<file path="config.mk">
export PLATFORM = sky130hd
export DESIGN_NAME = gsfa_ctrl
export DESIGN_NICKNAME = d
export VERILOG_FILES = /design/src/rtl/gsfa_pkg.sv /design/src/rtl/gsfa_ctrl.sv
export SDC_FILE = /design/constraint.sdc
export NUM_CORES = 1
export LEC_CHECK = 0
export ABC_CLOCK_PERIOD_IN_PS = 1940
export BUFFER_PORTS_ARGS = -buffer_cell sky130_fd_sc_hd__clkbuf_2
export CORE_UTILIZATION = 39
export CTS_BUF_LIST = sky130_fd_sc_hd__clkbuf_4
export CTS_CLUSTER_SIZE = 10
export DETAILED_ROUTE_END_ITERATION = 7
export GPL_TIMING_DRIVEN = 0
export PLACE_DENSITY = 0.93
export SLEW_MARGIN = 10
export SYNTH_ARGS = -nofsm -noshare
export SYNTH_HDL_FRONTEND = slang
export SYNTH_SLANG_ARGS = --single-unit
export TNS_END_PERCENT = 1
</file>
<file path="constraint.sdc">
create_clock -name clk -period 1.94 [get_ports clk]
set_input_delay 0.291 -clock clk [delete_from_list [all_inputs] [get_ports clk]]
set_output_delay 0.291 -clock clk [all_outputs]
set_load 0.03 [all_outputs]
</file>
<file path="src/rtl/gsfa_pkg.sv">
// Package for the grid splat flow accumulator.
// Holds the word types, operation and register codes, and the controller interface.
// Depends on nothing.
`timescale 1ns / 1ps

package gsfa_pkg;

  localparam int DEF_MAX_COLS = 256;
  localparam int DEF_MAX_ROWS = 256;
  localparam int DEF_HALO     = 1;

  localparam int MAP_DIM_W = 9;
  localparam int CFG_IDX_W = 2;
  localparam logic [MAP_DIM_W-1:0] MAP_DIM_RESET = 9'd256;
  localparam logic [16:0] FLOW_STEP = 17'd64;

  localparam logic [1:0] OP_CLEAR = 2'd0;
  localparam logic [1:0] OP_STAMP = 2'd1;
  localparam logic [1:0] OP_READ  = 2'd2;
  localparam logic [1:0] OP_CHECK = 2'd3;

  localparam logic [CFG_IDX_W-1:0] REG_MAP_WIDTH  = 2'd0;
  localparam logic [CFG_IDX_W-1:0] REG_MAP_HEIGHT = 2'd1;

  typedef struct packed {
    logic [1:0]        operation;
    logic [7:0]        tile_x;
    logic [7:0]        tile_y;
    logic signed [7:0] vec_x;
    logic signed [7:0] vec_y;
    logic              ground_unit;
    logic              friendly;
  } gsfa_in_t;

  typedef struct packed {
    logic signed [15:0] tile_flow_x;
    logic signed [15:0] tile_flow_y;
    logic [15:0]        tile_mass;
    logic [31:0]        grid_hash;
  } gsfa_out_t;

  typedef enum logic [1:0] {
    MUL_X,
    MUL_Y,
    MUL_M
  } gsfa_mul_sel_t;

  typedef struct packed {
    logic          latch;
    logic          clr_wr;
    logic          st_rd;
    logic          st_wr;
    logic          st_step;
    logic          rd_rd;
    logic          rd_cap;
    logic          ck_rd;
    logic          mul;
    gsfa_mul_sel_t mul_sel;
    logic          acc;
    logic          wk_step;
    logic          wk_rst;
    logic          load_out;
  } gsfa_cmd_t;

  typedef struct packed {
    logic clr_last;
    logic st_inmap;
    logic st_last;
    logic rd_inmap;
    logic wk_last;
  } gsfa_status_t;

endpackage

</file>
<file path="src/rtl/gsfa_ctrl.sv">
// Controller state machine: sequences clear sweeps, stamps, reads and checksum walks.
// Depends on gsfa_pkg.
`timescale 1ns / 1ps

module gsfa_ctrl
  import gsfa_pkg::*;
(
  input  logic         clk,
  input  logic         rst,
  input  logic         item_valid,
  input  gsfa_in_t     item,
  output logic         item_ready,
  output logic         result_valid,
  input  logic         result_ready,
  input  gsfa_status_t status,
  output gsfa_cmd_t    cmd
);

  typedef enum logic [3:0] {
    S_CLR, S_IDLE, S_ST_RD, S_ST_WR, S_RD_RD, S_RD_CAP,
    S_C1_RD, S_C1_X, S_C1_Y, S_C1_ACC, S_C2_RD, S_C2_M, S_C2_ACC, S_FIN
  } state_t;

  state_t state, state_next;
  logic boot;
  logic accept, out_free;

  assign item_ready = (state == S_IDLE);
  assign accept     = item_valid && item_ready;
  assign out_free   = !result_valid || result_ready;

  always_comb begin
    cmd        = '0;
    cmd.mul_sel = MUL_X;
    state_next = state;
    unique case (state)
      S_CLR: begin
        cmd.clr_wr = 1'b1;
        if (status.clr_last) begin
          state_next = boot ? S_IDLE : S_FIN;
        end
      end
      S_IDLE: begin
        if (accept) begin
          cmd.latch = 1'b1;
          unique case (item.operation)
            OP_CLEAR: state_next = S_CLR;
            OP_STAMP: state_next = (item.ground_unit && item.friendly) ? S_ST_RD : S_FIN;
            OP_READ:  state_next = S_RD_RD;
            default:  state_next = S_C1_RD;
          endcase
        end
      end
      S_ST_RD: begin
        if (status.st_inmap) begin
          cmd.st_rd  = 1'b1;
          state_next = S_ST_WR;
        end else if (status.st_last) begin
          state_next = S_FIN;
        end else begin
          cmd.st_step = 1'b1;
        end
      end
      S_ST_WR: begin
        cmd.st_wr = 1'b1;
        if (status.st_last) begin
          state_next = S_FIN;
        end else begin
          cmd.st_step = 1'b1;
          state_next  = S_ST_RD;
        end
      end
      S_RD_RD: begin
        if (status.rd_inmap) begin
          cmd.rd_rd  = 1'b1;
          state_next = S_RD_CAP;
        end else begin
          state_next = S_FIN;
        end
      end
      S_RD_CAP: begin
        cmd.rd_cap = 1'b1;
        state_next = S_FIN;
      end
      S_C1_RD: begin
        cmd.ck_rd  = 1'b1;
        state_next = S_C1_X;
      end
      S_C1_X: begin
        cmd.mul    = 1'b1;
        state_next = S_C1_Y;
      end
      S_C1_Y: begin
        cmd.acc     = 1'b1;
        cmd.mul     = 1'b1;
        cmd.mul_sel = MUL_Y;
        state_next  = S_C1_ACC;
      end
      S_C1_ACC: begin
        cmd.acc = 1'b1;
        if (status.wk_last) begin
          cmd.wk_rst = 1'b1;
          state_next = S_C2_RD;
        end else begin
          cmd.wk_step = 1'b1;
          state_next  = S_C1_RD;
        end
      end
      S_C2_RD: begin
        cmd.ck_rd  = 1'b1;
        state_next = S_C2_M;
      end
      S_C2_M: begin
        cmd.mul     = 1'b1;
        cmd.mul_sel = MUL_M;
        state_next  = S_C2_ACC;
      end
      S_C2_ACC: begin
        cmd.acc = 1'b1;
        if (status.wk_last) begin
          state_next = S_FIN;
        end else begin
          cmd.wk_step = 1'b1;
          state_next  = S_C2_RD;
        end
      end
      S_FIN: begin
        if (out_free) begin
          cmd.load_out = 1'b1;
          state_next   = S_IDLE;
        end
      end
      default: state_next = S_IDLE;
    endcase
  end

  always_ff @(posedge clk) begin
    if (rst) begin
      state        <= S_CLR;
      boot         <= 1'b1;
      result_valid <= 1'b0;
    end else begin
      state <= state_next;
      if (state == S_CLR && status.clr_last) begin
        boot <= 1'b0;
      end
      if (cmd.load_out) begin
        result_valid <= 1'b1;
      end else if (result_ready) begin
        result_valid <= 1'b0;
      end
    end
  end

  a_no_overwrite: assert property (@(posedge clk) disable iff (rst)
    cmd.load_out |-> (!result_valid || result_ready))
    else $error("result word overwritten while still pending");

  a_boot_blocks: assert property (@(posedge clk) disable iff (rst)
    boot |-> !item_ready)
    else $error("input accepted during the reset clearing pass");

  a_wr_after_rd: assert property (@(posedge clk) disable iff (rst)
    cmd.st_wr |-> $past(cmd.st_rd))
    else $error("stamp write without a preceding read");

  a_one_writer: assert property (@(posedge clk) disable iff (rst)
    !(cmd.clr_wr && cmd.st_wr))
    else $error("clear and stamp write at once");

endmodule

</file>
==> Yosys cells after proc, flatten, opt, wreduce, memory -nomap -nowiden <==
Cells that the tools add are included.
{ "totals": {"register_bits": 6, "input_bits": 45, "out_inout_bits": 17, "elab_cells": 72} }
{ "classes": {"n_eq_ne": 19, "muxes": 37, "n_reduce_logical": 13} }
{ "op_table": {"columns": ["operator", "count"], "rows": [
  ["$pmux W4 S14", 1],
  ["$mux W4", 10],
  ["$eq A4 B4 Y1 const B", 6],
  ["$mux W1", 22],
  ["$eq A4 B3 Y1 const B", 4],
  ["$pmux W4 S3", 1],
  ["$eq A4 B2 Y1 const B", 2],
  ["$reduce_or A3 Y1", 2],
  ["$eq A4 B1 Y1 const B", 1],
  ["$logic_not A4 Y1", 1],
  ["$ne A2 B2 Y1 const B", 2],
  ["$pmux W2 S2", 1],
  ["$reduce_and A4 Y1", 1],
  ["$reduce_or A2 Y1", 2],
  ["$logic_and A1 B1 Y1", 3],
  ["$mux W3", 1],
  ["$ne A3 B3 Y1 const B", 1],
  ["$eq A2 B1 Y1 const B", 1],
  ["$eq A2 B2 Y1 const B", 1],
  ["$logic_not A2 Y1", 1],
  ["$ne A2 B1 Y1 const B", 1],
  ["$pmux W1 S2", 1],
  ["$reduce_bool A2 Y1", 1],
  ["$logic_not A1 Y1", 1],
  ["$logic_or A1 B1 Y1", 1]
]} }

==> Logic depth before layout (Yosys ltp) <==
Gate-level depths: netlist of the first run.
{ "depth": {"ltp_word": 5, "depth_mapped": 5, "ltp_nobuf": 4} }

==> Worst setup path after synthesis of the first run <==
No wires, ideal clock.
{ "synth_timing": {"path_type": "reg-to-output", "startpoint": "register state[0]", "endpoint": "output cmd[6] (netlist name)", "arrival_time_ps": 1773, "setup_slack_ps": -124, "stages_incl_launch_ff": 5, "cell_sequence": "dfxtp_1 buf_4 buf_4 nor3_1 or2_1"} }
{ "synth_lines": {"columns": ["element", "line", "text"], "rows": [
  ["start, declared", "gsfa_ctrl.sv:24", "state_t state, state_next;"],
  ["start signal, assigned", "gsfa_ctrl.sv:143", "state <= state_next;"],
  ["end, declared", "gsfa_ctrl.sv:16", "output gsfa_cmd_t cmd"]
]} }

==> results.cfg, run 1 <==
[die]
die_height_um = 44.54
fp-row-count = 15
start_util = 0.4132
core_um2 = 1708
dieWidth_um = 44.54
io_pins = 62
die_area_um2 = 1983

[global_routing]
grt_pass1_wl_mm = 3.215
antenna_found_initial = 0
grt_pass1_vias = 739
grt_start_max_net_pins = 11
grt.total_usage = 0.2199
overflow = 0

[clocking]
clock_sinks = 6
cts_tree = done
clk_path_buf_depth = 2
cts_made_buffers = 3
cts_hold_buf = 0
cts_root_buf = clkbuf_4
h-tree-depth = 1
worstSkewPairLatency_ns = 0.26
post_cts_buffers = 0
path_clk_slew_ns = 0.05

[final_layout]
drive_gt1_frac = 0.3798
area_growth_pct = 29.79
antenna_cells = 0
nets = 176

[logic_synthesis]
synth_ff_type = dfxtp_1
synth_edf_count = 0
synth.distinct_cells = 41
synth_area_um2 = 705.7
syn_area_per_cell_um2 = 7.275
ys_seq_elements = 6
synth_warnings = 0
synth_cells = 97
ys_seq_area_frac = 0.1702
syn_nets = 142
synthArstFlopShare = 0

[setup_path]
cpPeakStageDelay_ns = 0.40
r2r-start = state[3]
critPathBufInv = 2
critical_path.max_fanout = 10
critPathLaunchType = flop
crit_path_end_kind = output port
worstRegToRegCells = 5
critPathTopFamily = buffers and inverters
timing.critical_path.cells = clkbuf_4 -> nand2b_1 -> a21oi_1 -> or2_1 -> buf_2
cp_slowest_cell = dfxtp_1
crit_start = state[3]
critPathArrivalTime_ns = 1.56
ff2ff_setup_slack_ns = 0.31
crit_required_ns = 1.65
r2r-end = state[2]
worstSetupPathType = reg2out

[timing]
rsz0062_at_grt = no
setup_viol = 0
slew_viol_final = 0
relSlewSlack = 0.5818
worst_pin_slew_ns = 0.6192
timing.final.crit_share = 0.9545
skew_ns = 0.006307
min_period_ns = 1.852
max_freq_ghz = 0.5400
hold_viol = 0
hold_ws_ns = 0.2418

[worst_hold_path]
min_to = result_valid
hold_path.class = in2reg
min_path_cells = 2
hold_start = rst

[flow_run]
maxCapViolCount = 0

[run_status]
status = finished clean

[drt]
antenna_left = 0
drt_first_pass_iters = 6
drc_errors = 0
num_vias = 880
viasPerCell = 5.714
drt_wl_total_mm = 2.035
wl_per_cell_um = 13.21
drt_iter0_markers = 37

[power_and_ir_drop]
vdd_drop_max_mv = 0.7287
leakagePower_uw = 0.0004196
power_density_nw_per_um2 = 1554
power.total_uw = 1423

[place]
hpwl_mm = 1.501
gp_congestion = 0.8474
io_buffers = 29
## cells in the final DEF (no fill, tap or decap), types with 2 or more instances in the layout
cell      netlist  final
clkbuf_2        0     28
nand2_1         8      8
a21oi_1         8      8
nor3_1          8      7
nand2b_1        6      5
o21ai_0         5      5
dfxtp_1         6      5
buf_4           4      4
clkbuf_4        0      4
nor2b_1         4      4
nor2_1          4      4
inv_1           4      4
and3_1          3      3
nor3b_1         3      3
nand3b_1        3      3
buf_2           2      2
or2_1           2      2
a211oi_1        2      2
## registers in the layout (all words and copies together), names as in the netlist
register      cells
result_valid      1
boot              1
state             4
## how the worst max path moves through the flow
| stage | end | slack (ns) | cells past startpoint |
|---|---|---|---|
| finish | cmd[6] | 0.09 | 5 |
| global route | cmd[6] | 0.009 | 6 |
| CTS | cmd[6] | 0.04 | 5 |
| detailed placement | cmd[6] | 0.29 | 6 |
| floorplan | cmd[9] | -0.10 | 3 |
| global placement | cmd[6] | 0.34 | 6 |
## report_power, final
group	internal, uW	switching, uW
sequential	169	61.1
clock	70.5	53.4
combinational	406	663
## cells by family (layout without fill, tap and decap cells)
family | after synthesis | count (layout) | share of synthesized area
xor gates and xnor gates | 1 | 1 | 0.01241
buffers and inverters | 12 | 44 | 0.09928
AOI/OAI and AO/OA | 29 | 29 | 0.2926
and+or+nand+nor | 49 | 49 | 0.4255
DFF | 6 | 6 | 0.1702
## synthesized netlist by cell type, types with 2 or more instances
| cell | number | area share |
|---|---|---|
| or2_1 | 2 | 0.018 |
| dfxtp_1 | 6 | 0.17 |
| inv_1 | 4 | 0.021 |
| a211oi_1 | 2 | 0.021 |
| buf_2 | 2 | 0.014 |
| nor2b_1 | 4 | 0.035 |
| and3_1 | 3 | 0.027 |
| nand2b_1 | 6 | 0.053 |
| buf_4 | 4 | 0.043 |
| o21ai_0 | 5 | 0.035 |
| nor3b_1 | 3 | 0.032 |
| a21oi_1 | 8 | 0.057 |
| nand3b_1 | 3 | 0.032 |
| nand2_1 | 8 | 0.043 |
| nor2_1 | 4 | 0.021 |
| nor3_1 | 8 | 0.057 |
## through the flow
step / instance area, um2 / util / std cells / setup WS [ns] / TNS (ns)
after floorplan: 710.7 / - / 97 / -0.1026 / -0.1026
after global placement: 887.1 / 0.5194 / 151 / 0.3434 / 0
after detailed placement: 887.1 / 0.5194 / 151 / 0.2878 / 0
after CTS: 910.9 / 0.5333 / 154 / 0.03627 / 0
after global routing: 915.9 / 0.5363 / 154 / 0.009302 / 0
final: 915.9 / 0.5363 / 154 / 0.08828 / 0
## per-layer routing
| layer | wire length (um) | vias up | global-route usage |
|---|---|---|---|
| met5 | 0 | - | 0 |
| met1 | 894 | 408 | 0.2847 |
| met3 | 120 | 6 | 0.01224 |
| li1 | - | 424 | - |
| met2 | 976 | 42 | 0.3676 |
| met4 | 44 | 0 | 0.1091 |
## layout make-up
class / count / area [um2]
sequential: 6 / 121.4
tap: 25 / 31.28
inverter: 4 / 15.01
fill: 168 / 792.0
clock buffer: 3 / 22.52
multi-input combinational: 79 / 523.0
timing repair buffer: 29 / 145.1
buffer: 8 / 57.56
## what timing repair did
item | 4_1_cts | 5_1_grt
gates cloned | 0 | 0
endpoints found under the setup margin | 1 | 1
resized for setup | 1 | 3
(Power assumes the default switching activity.)
==> run 2, diff against run 1 <==
- ABC_CLOCK_PERIOD_IN_PS: 1940 -> 2100
- CORE_UTILIZATION: 39 -> 37
- CTS_BUF_LIST: sky130_fd_sc_hd__clkbuf_4 -> default
- PLACE_DENSITY: 0.93 -> 0.89
- clock period: 1.94 -> 2.1 ns (I/O delays scaled with it)
==> run 2 against run 1 <==
Global-route usage shrank 0.96 points. Largest power group unchanged. Wire length decreased by 7.0%. Final cell count unchanged. Utilization shrank 2.3 points. Critical path depth increased by 1. Non-clock buffer count unchanged. Flip-flop and latch count is the same. Sequential power down 9.1%. Die area increased by 5.2%. Highest routed layer unchanged. Hold slack better by 0.043 ns. Combinational power shrank 11%.
==> results.cfg, run 2 (synthesized netlist as in run 1, its figures left out) <==
[drt]
drc_errors = 0
antenna_left = 0
drt_first_pass_iters = 5
num_vias = 875
viasPerCell = 5.682
drt_iter0_markers = 35
drt_wl_total_mm = 1.893
wl_per_cell_um = 12.29

[timing]
rsz0062_at_grt = no
relSlewSlack = 0.6706
worst_pin_slew_ns = 0.4878
setup_viol = 0
timing.final.crit_share = 0.9148
setup_tns_ns = 0
max_freq_ghz = 0.5205
hold_viol = 0
min_period_ns = 1.921
layout_setup_ws_ns = 0.1789
skew_ns = 0.004354
slew_viol_final = 0

[place]
io_buffers = 29
dp.cells = 151
hpwl_mm = 1.474
gp_congestion = 0.8561
dpl_worst_slack_ns = 0.4567

[die]
die_height_um = 45.67
dieWidth_um = 45.67
core_um2 = 1764
start_util = 0.4000
fp-row-count = 15
die_area_um2 = 2086
io_pins = 62

[final_layout]
reg.largest.list = state: 4 flops, boot: 1 flops, result_valid: 1 flops
drive_gt1_frac = 0.3566
antenna_cells = 0
fill_cells = 185
largest_register_ffs = 4
stdcell_count = 154
area_growth_pct = 28.19
final_cell_mix = clkbuf_2 (29), nor3_1 (8), nand2_1 (8), a21oi_1 (8)
regMostFlops = state
layout_commonest_cell = clkbuf_2
nets = 176

[setup_path]
critPathLaunchType = flop
crit_required_ns = 1.78
critPathArrivalTime_ns = 1.61
path_common_cell = buf_4
critPathTopFamily = buffers and inverters
critPathBufInv = 3
cp_slowest_cell = dfxtp_1
critical_path.max_fanout = 10
timing.critical_path.cells = buf_4 -> buf_4 -> nand2_1 -> a21oi_1 -> or2_1 -> clkbuf_2
cpPeakStageDelay_ns = 0.45
crit_path_end_kind = output port
worstSetupPathType = reg2out

[clocking]
h-tree-depth = 1
cts_tree = done
cts_hold_buf = 0
worstSkewPairLatency_ns = 0.25
clk_path_buf_depth = 2
cts_made_buffers = 3
cts_root_buf = clkbuf_4
post_cts_buffers = 0
cts_resized = 0
clock_sinks = 6
path_clk_slew_ns = 0.05

[global_routing]
antenna_found_initial = 0
overflow = 0
grt_pass1_vias = 774
grt_pass1_wl_mm = 3.236
grt_start_max_net_pins = 11
grt.total_usage = 0.2103

[flow_run]
maxCapViolCount = 0

[power_and_ir_drop]
leakagePower_uw = 0.0004156
power_density_nw_per_um2 = 1409
vdd_drop_max_mv = 0.7607
power.total_uw = 1275

[worst_hold_path]
hold_path.class = in2reg

[run_status]
status = finished clean
==> run 2: cell counts in the layout (fill, tap and decap cells not counted) <==
No cell type changed its count.
==> run 2: worst paths after layout <==
check             startpoint           end  slack [ns]  cells past startpoint
setup / recovery    state[0]        cmd[6]        0.18                      6
hold / removal           rst  result_valid        0.28                      2
setup reg to reg    state[1]      state[2]        0.52                      5
hold reg to reg         boot          boot        0.44                      2
==> run 2: cell type report <==
type,count,area (um2),area share
well taps,25,31.28,0.03458
multi-input cells,79,515.5,0.5698
inverters,4,15.01,0.01660
plain buffers,8,55.05,0.06086
clock buffers,3,22.52,0.02490
repair buffers,29,145.1,0.1604
flip-flops and latches,6,120.1,0.1328
==> run 2: routing by layer <==
metal  up-vias  GRT usage  part of all wire
met5         -          0                 0
met4         0    0.09697             0.025
li1        427          -                 -
met2        45     0.3743              0.49
met1       397     0.2452              0.41
met3         6    0.02778             0.077
==> run 2: power by group <==
part / switching, uW / total, uW / internal (uW)
Sequential: 54.5 / 209 / 154
Clock: 44.6 / 110 / 64.9
Combinational: 591 / 957 / 366
==> run 2: per-stage QoR <==
step             util  hold slack (ns)  cell area (um2)
4_1_cts        0.5128           0.2829            904.6
3_5_place_dp   0.5000           0.4410            882.1
6_report       0.5128           0.2848            904.6
2_1_floorplan       -           0.3841            705.7
3_3_place_gp   0.5000           0.4342            882.1
5_1_grt        0.5128           0.2800            904.6
